$ cat src/design/mcf_pkg.sv
// ----------------------------------------------------------------------------
// mcf_pkg
// Types and constants shared by the crosstalk correction filter.
// ----------------------------------------------------------------------------
package mcf_pkg;

  localparam int SAMPLE_W     = 16;
  localparam int COEF_W       = 16;
  localparam int TAP_CNT_W    = 3;
  localparam int CFG_IDX_W    = 3;
  localparam int CFG_DATA_W   = 16;
  localparam int NUM_COEFS    = 4;    // coefficient registers that exist
  localparam int MAX_TAPS_DEF = 4;
  localparam int PROD_W       = SAMPLE_W + COEF_W;
  localparam int FRAC_BITS    = 15;   // Q1.15 coefficients
  localparam int ACC_W        = PROD_W + 3;
  localparam int Q_W          = ACC_W - FRAC_BITS;
  localparam int ROUND_HALF   = 1 << (FRAC_BITS - 1);

  typedef logic signed [SAMPLE_W-1:0] sample_t;
  typedef logic signed [COEF_W-1:0]   coef_t;
  typedef logic signed [PROD_W-1:0]   prod_t;

  localparam sample_t SAT_HI = 16'sh7FFF;
  localparam sample_t SAT_LO = 16'sh8000;

  // register indexes
  localparam logic [CFG_IDX_W-1:0] REG_TAP_COUNT  = 3'd0;
  localparam logic [CFG_IDX_W-1:0] REG_COEF_ONE   = 3'd1;
  localparam logic [CFG_IDX_W-1:0] REG_COEF_TWO   = 3'd2;
  localparam logic [CFG_IDX_W-1:0] REG_COEF_THREE = 3'd3;
  localparam logic [CFG_IDX_W-1:0] REG_COEF_FOUR  = 3'd4;

  // reset values
  localparam logic [TAP_CNT_W-1:0] TAP_COUNT_RST = 3'd1;
  localparam coef_t COEF_ONE_RST = 16'sd197;   // 0.006 in Q1.15
  localparam coef_t COEF_ZERO    = '0;

  // current sample plus gated neighbor operands (zero where a tap is skipped)
  typedef struct packed {
    sample_t                    x;
    sample_t [NUM_COEFS-1:0]    opnd;
  } front_t;

  typedef struct packed {
    sample_t                    x;
    prod_t   [NUM_COEFS-1:0]    prod;
  } mult_t;

endpackage

$ cat src/design/mcf_front.sv
// ----------------------------------------------------------------------------
// mcf_front
// Input register stage: keeps the channel history and gates neighbor samples
// by frame start, tap count, fill level and mask.
// ----------------------------------------------------------------------------
module mcf_front #(
  parameter int MAX_TAPS = mcf_pkg::MAX_TAPS_DEF
) (
  input  logic                             clk,
  input  logic                             rst,
  input  logic                             en,
  input  logic                             in_valid,
  input  mcf_pkg::sample_t                 sample_in,
  input  logic                             channel_masked,
  input  logic                             frame_start,
  input  logic [mcf_pkg::TAP_CNT_W-1:0]    tap_count,
  output logic                             valid,
  output mcf_pkg::front_t                  stage
);

  // taps past the last coefficient register weigh zero, so no history for them
  localparam int LANES  = (MAX_TAPS < mcf_pkg::NUM_COEFS) ? MAX_TAPS : mcf_pkg::NUM_COEFS;
  localparam int FILL_W = $clog2(LANES + 1);

  mcf_pkg::sample_t          hist_x [LANES];
  logic [LANES-1:0]          hist_m;
  logic [FILL_W-1:0]         fill;
  logic                      accept;
  mcf_pkg::front_t           stage_next;

  assign accept = in_valid && en;

  always_ff @(posedge clk) begin
    if (rst) begin
      valid <= 1'b0;
    end else if (en) begin
      valid <= in_valid;
    end
  end

  always_ff @(posedge clk) begin
    if (rst) begin
      fill   <= '0;
      hist_m <= '0;
    end else if (accept) begin
      if (frame_start) begin
        fill   <= FILL_W'(1);
        hist_m <= LANES'(channel_masked);
      end else begin
        fill   <= (fill == FILL_W'(LANES)) ? fill : fill + FILL_W'(1);
        hist_m <= LANES'({hist_m, channel_masked});
      end
    end
  end

  always_ff @(posedge clk) begin
    if (accept) begin
      hist_x[0] <= sample_in;
    end
  end

  for (genvar k = 1; k < LANES; k++) begin : g_shift
    always_ff @(posedge clk) begin
      if (accept) begin
        hist_x[k] <= hist_x[k-1];
      end
    end
  end

  assign stage_next.x = sample_in;

  for (genvar j = 0; j < mcf_pkg::NUM_COEFS; j++) begin : g_opnd
    if (j < LANES) begin : g_live
      logic use_tap;
      assign use_tap = !frame_start
                    && (mcf_pkg::TAP_CNT_W'(j) < tap_count)
                    && (FILL_W'(j) < fill)
                    && !hist_m[j];
      assign stage_next.opnd[j] = use_tap ? hist_x[j] : '0;
    end else begin : g_dead
      assign stage_next.opnd[j] = '0;
    end
  end

  always_ff @(posedge clk) begin
    if (accept) begin
      stage <= stage_next;
    end
  end

endmodule

$ cat src/design/mcf_mult.sv
// ----------------------------------------------------------------------------
// mcf_mult
// Product stage: one signed 16x16 multiplier per tap, registered.
// ----------------------------------------------------------------------------
module mcf_mult (
  input  logic                                     clk,
  input  logic                                     rst,
  input  logic                                     en,
  input  logic                                     valid_in,
  input  mcf_pkg::front_t                          stage_in,
  input  mcf_pkg::coef_t [mcf_pkg::NUM_COEFS-1:0]  coefs,
  output logic                                     valid,
  output mcf_pkg::mult_t                           stage
);

  mcf_pkg::mult_t stage_next;

  assign stage_next.x = stage_in.x;

  for (genvar j = 0; j < mcf_pkg::NUM_COEFS; j++) begin : g_mul
    assign stage_next.prod[j] = $signed(stage_in.opnd[j]) * $signed(coefs[j]);
  end

  always_ff @(posedge clk) begin
    if (rst) begin
      valid <= 1'b0;
    end else if (en) begin
      valid <= valid_in;
    end
  end

  always_ff @(posedge clk) begin
    if (en && valid_in) begin
      stage <= stage_next;
    end
  end

endmodule

$ cat src/design/mcf_out.sv
// ----------------------------------------------------------------------------
// mcf_out
// Result stage: sums the products, rounds half up to Q16.0 and saturates.
// ----------------------------------------------------------------------------
module mcf_out (
  input  logic              clk,
  input  logic              rst,
  input  logic              en,
  input  logic              valid_in,
  input  mcf_pkg::mult_t    stage_in,
  output logic              valid,
  output mcf_pkg::sample_t  sample_out,
  output logic              saturated
);

  localparam int ACC_W = mcf_pkg::ACC_W;
  localparam int Q_W   = mcf_pkg::Q_W;
  localparam int TOP   = mcf_pkg::SAMPLE_W - 1;

  logic signed [ACC_W-1:0] acc;
  logic        [Q_W-1:0]   q;
  logic                    over_hi;
  logic                    over_lo;
  mcf_pkg::sample_t        sample_next;

  always_comb begin
    acc = ACC_W'(stage_in.x) <<< mcf_pkg::FRAC_BITS;
    for (int j = 0; j < mcf_pkg::NUM_COEFS; j++) begin
      acc = acc - ACC_W'($signed(stage_in.prod[j]));
    end
    acc = acc + ACC_W'(mcf_pkg::ROUND_HALF);
  end

  // dropping the fraction bits is a floor in two's complement
  assign q       = acc[ACC_W-1:mcf_pkg::FRAC_BITS];
  assign over_hi = !q[Q_W-1] &&  (|q[Q_W-2:TOP]);
  assign over_lo =  q[Q_W-1] && !(&q[Q_W-2:TOP]);

  always_comb begin
    priority if (over_hi) begin
      sample_next = mcf_pkg::SAT_HI;
    end else if (over_lo) begin
      sample_next = mcf_pkg::SAT_LO;
    end else begin
      sample_next = q[mcf_pkg::SAMPLE_W-1:0];
    end
  end

  always_ff @(posedge clk) begin
    if (rst) begin
      valid <= 1'b0;
    end else if (en) begin
      valid <= valid_in;
    end
  end

  always_ff @(posedge clk) begin
    if (en && valid_in) begin
      sample_out <= sample_next;
      saturated  <= over_hi || over_lo;
    end
  end

endmodule

$ cat src/design/masked_crosstalk_fir.sv
// Pipeline: an accepted item moves through the front, product and result registers, in that order.
// Throughput: one item per cycle while out_stall is low; the per-tap multipliers and the adder tree
//   each take one pipeline stage, and an item can enter every cycle.
// A stalled output holds the full stages in place; empty stages still fill, and in_stall rises only when all are full.
// Reset (rst, synchronous): empties the pipeline and history, tap_count = 1,
//   coef_one = 197, other coefficients 0.
// ----------------------------------------------------------------------------
// masked_crosstalk_fir
// Strip-channel crosstalk correction FIR with masked neighbors and frame reset.
// ----------------------------------------------------------------------------
module masked_crosstalk_fir #(
  parameter int MAX_TAPS = mcf_pkg::MAX_TAPS_DEF
) (
  input  logic                               clk,
  input  logic                               rst,
  input  logic                               cfg_we,
  input  logic [mcf_pkg::CFG_IDX_W-1:0]      cfg_index,
  input  logic [mcf_pkg::CFG_DATA_W-1:0]     cfg_data,
  input  logic                               in_valid,
  output logic                               in_stall,
  input  mcf_pkg::sample_t                   sample_in,
  input  logic                               channel_masked,
  input  logic                               frame_start,
  output logic                               out_valid,
  input  logic                               out_stall,
  output mcf_pkg::sample_t                   sample_out,
  output logic                               saturated
);

  logic [mcf_pkg::TAP_CNT_W-1:0]           tap_count;
  mcf_pkg::coef_t [mcf_pkg::NUM_COEFS-1:0] coefs;

  logic            en_front, en_mult, en_out;
  logic            front_valid, mult_valid;
  mcf_pkg::front_t front_stage;
  mcf_pkg::mult_t  mult_stage;

  always_ff @(posedge clk) begin
    if (rst) begin
      tap_count <= mcf_pkg::TAP_COUNT_RST;
      coefs[0]  <= mcf_pkg::COEF_ONE_RST;
      coefs[1]  <= mcf_pkg::COEF_ZERO;
      coefs[2]  <= mcf_pkg::COEF_ZERO;
      coefs[3]  <= mcf_pkg::COEF_ZERO;
    end else if (cfg_we) begin
      unique case (cfg_index)
        mcf_pkg::REG_TAP_COUNT:  tap_count <= cfg_data[mcf_pkg::TAP_CNT_W-1:0];
        mcf_pkg::REG_COEF_ONE:   coefs[0]  <= cfg_data;
        mcf_pkg::REG_COEF_TWO:   coefs[1]  <= cfg_data;
        mcf_pkg::REG_COEF_THREE: coefs[2]  <= cfg_data;
        mcf_pkg::REG_COEF_FOUR:  coefs[3]  <= cfg_data;
        default: begin
        end
      endcase
    end
  end

  // a stage loads when it is empty or the stage after it moves
  assign en_out   = !out_valid || !out_stall;
  assign en_mult  = !mult_valid || en_out;
  assign en_front = !front_valid || en_mult;
  assign in_stall = !en_front;

  mcf_front #(
    .MAX_TAPS(MAX_TAPS)
  ) u_front (
    .clk            (clk),
    .rst            (rst),
    .en             (en_front),
    .in_valid       (in_valid),
    .sample_in      (sample_in),
    .channel_masked (channel_masked),
    .frame_start    (frame_start),
    .tap_count      (tap_count),
    .valid          (front_valid),
    .stage          (front_stage)
  );

  mcf_mult u_mult (
    .clk      (clk),
    .rst      (rst),
    .en       (en_mult),
    .valid_in (front_valid),
    .stage_in (front_stage),
    .coefs    (coefs),
    .valid    (mult_valid),
    .stage    (mult_stage)
  );

  mcf_out u_out (
    .clk        (clk),
    .rst        (rst),
    .en         (en_out),
    .valid_in   (mult_valid),
    .stage_in   (mult_stage),
    .valid      (out_valid),
    .sample_out (sample_out),
    .saturated  (saturated)
  );

endmodule

$ cat config.mk
export PLATFORM = sky130hd
export DESIGN_NAME = masked_crosstalk_fir
export DESIGN_NICKNAME = d
export VERILOG_FILES = /design/src/design/mcf_pkg.sv /design/src/design/mcf_front.sv /design/src/design/mcf_mult.sv /design/src/design/mcf_out.sv /design/src/design/masked_crosstalk_fir.sv
export SDC_FILE = /design/constraint.sdc
export NUM_CORES = 2
export LEC_CHECK = 0
export ABC_AREA = 1
export BUFFER_PORTS_ARGS = -buffer_cell sky130_fd_sc_hd__buf_2
export CAP_MARGIN = 0
export CORE_ASPECT_RATIO = 0.7
export CORE_MARGIN = 2
export CORE_UTILIZATION = 40
export DETAILED_ROUTE_END_ITERATION = 10
export MAX_ROUTING_LAYER = met4
export SYNTH_ARGS = -nofsm -noshare
export SYNTH_HDL_FRONTEND = slang
export SYNTH_SLANG_ARGS = --single-unit
export TNS_END_PERCENT = 20
$ cat constraint.sdc
create_clock -name clk -period 10.9 [get_ports clk]
set_clock_uncertainty 0.05 [all_clocks]
set_input_delay 1.09 -clock clk [delete_from_list [all_inputs] [get_ports clk]]
set_output_delay 1.09 -clock clk [all_outputs]
set_load 0.01 [all_outputs]
After elaboration in Yosys (flattened, before gate mapping)
Memory sizes are Yosys's and may differ from the RTL's. A register that Yosys moved wholly into a read port is not among the register bits.
Cells that the tools add are included.
W data, S select, Z words.
{"block": "totals", "mem_bits_rw": 64, "wordCells": 95, "rom_bits": 0, "memories": 1, "latch_bits": 0, "register_bits": 302}
{"name": "u_front.hist_x", "depth": 4, "width": 16, "rd": 4, "rd_ports_with_merged_regs": 1, "write_ports": 4, "line": "mcf_front.sv:25", "rtl": "mcf_pkg::sample_t hist_x [LANES];"}
{"block": "classes", "n_mux": 6, "n_shift": 0, "div": 0, "n_reduce_logical": 43, "order_cmp": 8, "n_eq_ne": 6, "add_sub_neg": 6, "bitwise": 0, "mul": 4}
{"op": "$mul A16 B16 Y32", "count": 4}
{"op": "$sub A35 B32 Y35", "count": 2}
{"op": "$add A35 B16 Y35 const B", "count": 1}
{"op": "$sub A33 B32 Y34", "count": 1}
{"op": "$sub A31 B32 Y33", "count": 1}
{"op": "$logic_and A1 B1 Y1", "count": 17}
{"op": "$mux W16", "count": 1}
{"op": "$logic_not A1 Y1", "count": 13}
{"op": "$lt A1 B3 Y1 const A", "count": 4}
{"op": "$lt A2 B3 Y1 const A", "count": 4}
{"op": "$reduce_and A2 Y1", "count": 6}
{"op": "$eq A3 B2 Y1 const B", "count": 2}
{"op": "$eq A3 B3 Y1 const B", "count": 2}
{"op": "$mux W3", "count": 2}
{"op": "$logic_or A1 B1 Y1", "count": 4}
{"op": "$mux W4", "count": 1}
{"op": "$reduce_and A4 Y1", "count": 1}
{"op": "$reduce_or A4 Y1", "count": 1}
{"op": "$add A3 B1 Y3 const B", "count": 1}
{"op": "$eq A3 B1 Y1 const B", "count": 1}
{"op": "$logic_not A3 Y1", "count": 1}
{"op": "$mux W1", "count": 2}
{"op": "$ne A2 B2 Y1 const B", "count": 1}

Logic depth before layout (Yosys ltp)
{"block": "logic_depth", "depth_word": 9, "mapped_depth": 33, "mapped_depth_nobuf": 32}

Hierarchy
A second synthesis with hierarchy kept.
{"block": "unflattened", "hier_cells": 7498, "hier_area_um2": 60459.2}
{"module": "mcf_mult", "area_per_inst_um2": 47493.0, "n_inst": 1, "cells_each": 6013}
{"module": "mcf_out", "area_per_inst_um2": 5386.4, "n_inst": 1, "cells_each": 762}
{"module": "mcf_front", "area_per_inst_um2": 4805.9, "n_inst": 1, "cells_each": 328}
{"module": "masked_crosstalk_fir", "area_per_inst_um2": 2773.9, "n_inst": 1, "cells_each": 395}

Least setup slack after synthesis
Ideal clock, no wire load.
{"block": "synth_timing", "path_kind": "input port to flip-flop", "start": "input out_stall", "end": "register u_front.fill[2]", "setup_time_ns": 0.070, "t_arrival_ns": 8.182, "required_ns": 10.780, "stages": 9, "n_path_buf": 0, "slack_ns": 2.598, "cell_sequence": "nand2_1 > nor2_1 > inv_1 > nor2_1 > nor2_1 > nand2_1 > nor2_1 > o221ai_1 > a21oi_1"}
{"block": "synth_between", "elab_chain_cells": 6}
{"item": "from (decl)", "line": "masked_crosstalk_fir.sv:25", "rtl": "input logic out_stall,"}
{"item": "$logic_not A1 Y1", "line": "masked_crosstalk_fir.sv:59", "rtl": "assign en_out = !out_valid || !out_stall;"}
{"item": "$logic_or A1 B1 Y1", "line": "masked_crosstalk_fir.sv:59"}
{"item": "$logic_or A1 B1 Y1", "line": "masked_crosstalk_fir.sv:60", "rtl": "assign en_mult = !mult_valid || en_out;"}
{"item": "$logic_or A1 B1 Y1", "line": "masked_crosstalk_fir.sv:61", "rtl": "assign en_front = !front_valid || en_mult;"}
{"item": "$logic_and A1 B1 Y1", "line": "mcf_front.sv:31", "rtl": "assign accept = in_valid && en;"}
{"item": "net u_front.accept", "line": "mcf_front.sv:28", "rtl": "logic accept;"}
{"item": "$reduce_and A2 Y1 (no line)"}
{"item": "to (signal assigned)", "line": "mcf_front.sv:50", "rtl": "fill <= (fill == FILL_W'(LANES)) ? fill : fill + FILL_W'(1);"}
{"item": "to (decl)", "line": "mcf_front.sv:27", "rtl": "logic [FILL_W-1:0] fill;"}
The timed path passes the listed nets, and every way through them passes these cells.
A chain may end at the register's enable or synchronous reset.

==> metrics.md <==
| Metric | Value |
|---|---|
| Status | complete, no violations |
| Max incr delay on CP | around 0.89 ns |
| Clk slew on worst S/H paths | ~0.06 ns |
| RSZ-0062 raised after global routing | no |
| Drt drc | 0 |
| Critical path cell sequence | nand2_1, fa_1, inv_1, fa_1, inv_1, fa_1, inv_1, fa_1, fa_1, inv_1, fa_1, inv_1, ha_1, nand2_1, nor4_1, nand3_1, nand3_1, nand2_1, nand2_1, a21oi_1, xor2_1 |
| Routed met1 length | ~86,000 µm |
| Peak Freq | 0.145 GHz |
| CTS H-tree lvls | 2 |
| Floorplan row count | approximately 120 |
| Fin. Hold Viols | 0 |
| ANT nets after route | 0 |
| WL per Instance | between 15 and 20 µm |
| Syn Area/Cell | roughly 8.5 µm² |
| Chip Height | between 300 and 400 µm |
| Synth warn | 0 |
| Vias in the first global route | ~44k |
| Final period util | 0.631 |
| Gr usage total | 0.246 |
| Most used DFF post-synth | edfxtp_1 |
| Initial antenna violation count | 3 |
| Multi-input gate area | approximately 0.04 mm² |
| CP Launch Type | register |
| Capture point of the worst reg-to-reg path | u_mult.stage[93] |
| Final net count | approximately 8.3k |
| Worst slew pin tran | approximately 1.1 ns |
| Reg2reg start | u_front.stage[39] |
| Worst setup path end | u_mult.stage[93] |
| Max Transition Viols Final | 0 |
| Crit-path max FO | 16 |
| Fill cell count | roughly 14k |
| Critical Path Most Common Cell | fa_1 |
| Root Buffer | clkbuf_16 |
| Rel. slew slack | 0.269 |
| Core Region | ~0.15 mm² |
| Cells after Synth | about 6.9k |
| Slowest CP cell | edfxtp_1 |
| Critical Path RT | between 10 and 15 ns |
| Boundary Pins | 61 |
| Gpl congestion | 0.952 |
| Critical path class | register to register |
| Initial Util | 0.403 |
| Max VDD drop | 0.523 mV |
| LEAKAGE | ~34 nW |
| Hold_buf cts | 0 |
| Largest net degree at the start of global routing | between 80 and 90 |
| Pre-antenna DRT Iters | 6 |
| Ys async rst share | 0 |
| Dpl hpwl | about 140,000 µm |
| CTS tree | done |
| Ratio of cells with drive above 1 in the final layout | 0.0324 |
| Clock Sinks | ~370 |
| Post-synth EDFFs | 289 |
| Iteration-0 DRC Markers | between 4k and 5k |
| Postcts setup bufs | 0 |
| Flops & latches, synth | 366 |
| Worst Hold Class | register to register |
| Post-synth net total | about 8.5k |
| CP endpoint kind | register |
| Post-synthesis sequential area ratio | 0.174 |
| Gr ovfl total | 0 |
| Max cap viols | 0 |
| Setup tns final | 0 ns |
| FF-to-FF setup slack | between 4 and 5 ns |
| Worst Hold Depth | 0 |
| Post-Syn Area | just under 0.06 mm² |
| Vias | roughly 43k |
| Clk_lat worst skew | roughly 0.62 ns |
| Reg area | slightly above 0.01 mm² |
| Clock buffer depth | 3 |
| Die Wd | 462 µm |
| Synth cell types | between 50 and 60 |
| Final Routed Wirelength | ~170,000 µm |
| Via/cell ratio | ~5 |
| PwrDens | between 200 and 250 mW/mm² |
| Post_cts resized | 0 |
| CP Launch Point | u_front.stage[39] |
| # port buffers | 60 |
| Final setup fails | 0 |
| WL met2 | around 68,000 µm |
| CTS Buf Count | between 40 and 50 |
| Met3 wire len | about 15,000 µm |
| Fin util | 0.427 |
| Arr. time, crit path | approximately 7.2 ns |
| First-pass GRT wire length | around 270,000 µm |
| Path depth of the worst reg2reg path | 21 |
| Clock period minus worst slack | between 6 and 7 ns |
| Highest routed layer | met4 |
| Area grow syn2layout | 5.84% |
| Die area | 0.150 mm² |
per-layer routing:
metal | GRT usage | vias up
li1 | - | 19700
met1 | 0.383 | 21300
met2 | 0.329 | 1534
met3 | 0.0477 | 155
met4 | 0.0466 | 0
met5 | - | -
Yosys cell counts, types with 12 or more instances:
cell type	instances	area [µm²]
inv_1	2056	7720
nand2_1	1411	5300
fa_1	1098	22000
ha_1	443	5540
nor2_1	363	1360
edfxtp_1	289	8680
clkbuf_1	245	920
a21oi_1	223	1120
o21ai_0	168	841
xor2_1	115	1010
nand3_1	84	420
dfxtp_1	77	1540
xnor2_1	73	639
nor3_1	33	165
a21o_1	29	218
o21bai_1	25	188
or2_2	22	138
nand2_2	16	100
nand4_1	15	93.8
a21boi_0	12	90.1
a31oi_1	12	75.1
final cells by class:
type / instances / area share
multi-input combinational: 4211 / 0.641
sequential: 366 / 0.164
inverter: 2062 / 0.125
tap: 1963 / 0.0395
clock buffer: 47 / 0.0175
timing repair buffer: 82 / 0.00748
clock inverter: 31 / 0.00561
antenna: 12 / 0.000483
state kept, by name, indices dropped and copies added, names as in the netlist:
register and count:
coefs 64, tap_count 3, u_front.fill 3, u_front.hist_m 4, u_front.hist_x 64, u_front.stage 64, u_front.valid 1, u_mult.stage 144
u_mult.valid 1, u_out.sample_out 16, u_out.saturated 1, u_out.valid 1
critical path: cells and delay by family (launching register included):
| family | cells | cell delay [ns] |
|---|---|---|
| fa+ha+maj | 7 | 3.47 |
| simple gates | 7 | 1.70 |
| flops | 1 | 0.89 |
| buf+inv | 5 | 0.26 |
| xor+xnor | 1 | 0.15 |
| compound gates | 1 | 0.09 |
per-stage QoR:
stage / power [W] / hold slack (ns) / cells / worst slack [ns] / cell area, µm²
6_report: 0.0145 / 0.401 / 8774 / 4.02 / 62200
5_1_grt: 0.0159 / 0.426 / 8763 / 3.65 / 62200
4_1_cts: 0.0144 / 0.400 / 8762 / 4.15 / 62200
3_5_place_dp: 0.0128 / 0.385 / 8684 / 4.16 / 60700
3_3_place_gp: 0.0128 / 0.384 / 8684 / 4.16 / 60700
2_1_floorplan: 0.00998 / 0.376 / 6894 / 2.60 / 58800
report_power, final:
group	internal [W]	switching (W)	total, W
Sequential	0.00199	0.000212	0.00221
Clock	0.000875	0.000677	0.00155
Combinational	0.00359	0.00713	0.0107
kinds of logic (layout without fill, tap and decap cells):
logic type | Yosys count | after routing | synth area share
XOR/XNOR | 188 | 188 | 0.0280
flip-flops | 366 | 366 | 0.174
buffers and inverters | 2317 | 2222 | 0.149
AND/OR/NAND/NOR | 1979 | 1979 | 0.134
adder cells (fa/ha/maj) | 1541 | 1541 | 0.468
other | 0 | 12 | 0
AO/OA/AOI/OAI | 503 | 503 | 0.0476
worst min-delay path by stage:
stage	from	endpoint	slack, ns
final	u_front.hist_x[2][1]	u_front.hist_x[3][1]	0.40
after global routing	u_front.hist_x[2][2]	u_front.hist_x[3][2]	0.43
after CTS	u_front.hist_x[2][1]	u_front.hist_x[3][1]	0.40
after detailed placement	u_front.hist_x[2][1]	u_front.hist_x[3][1]	0.38
after global placement	u_front.hist_x[2][2]	u_front.hist_x[3][2]	0.38
after floorplan	u_front.hist_x[1][0]	u_front.hist_x[2][0]	0.38
layout by cell type (no fill, tap or decap), types with 6 or more instances in the layout:
cell,n
a31oi_1,12
a21o_1,29
nand2_2,16
a21oi_1,222
nor2_2,6
or2_2,22
o21a_1,6
a221oi_1,6
o21bai_1,25
bufinv_16,6
nand3_1,83
buf_4,22
nor3_1,31
nand4_1,15
ha_1,443
fa_1,1098
inv_6,6
inv_1,2054
clkinv_1,7
xor2_1,115
nand2_1,1411
diode_2,12
buf_2,60
nor2_1,362
o21ai_0,168
dfxtp_1,77
clkbuf_16,43
nor4_1,6
clkinvlp_4,6
a21boi_0,12
edfxtp_1,289
xnor2_1,73
clkinv_2,8
Note: power is estimated with default switching activity, not from simulation.
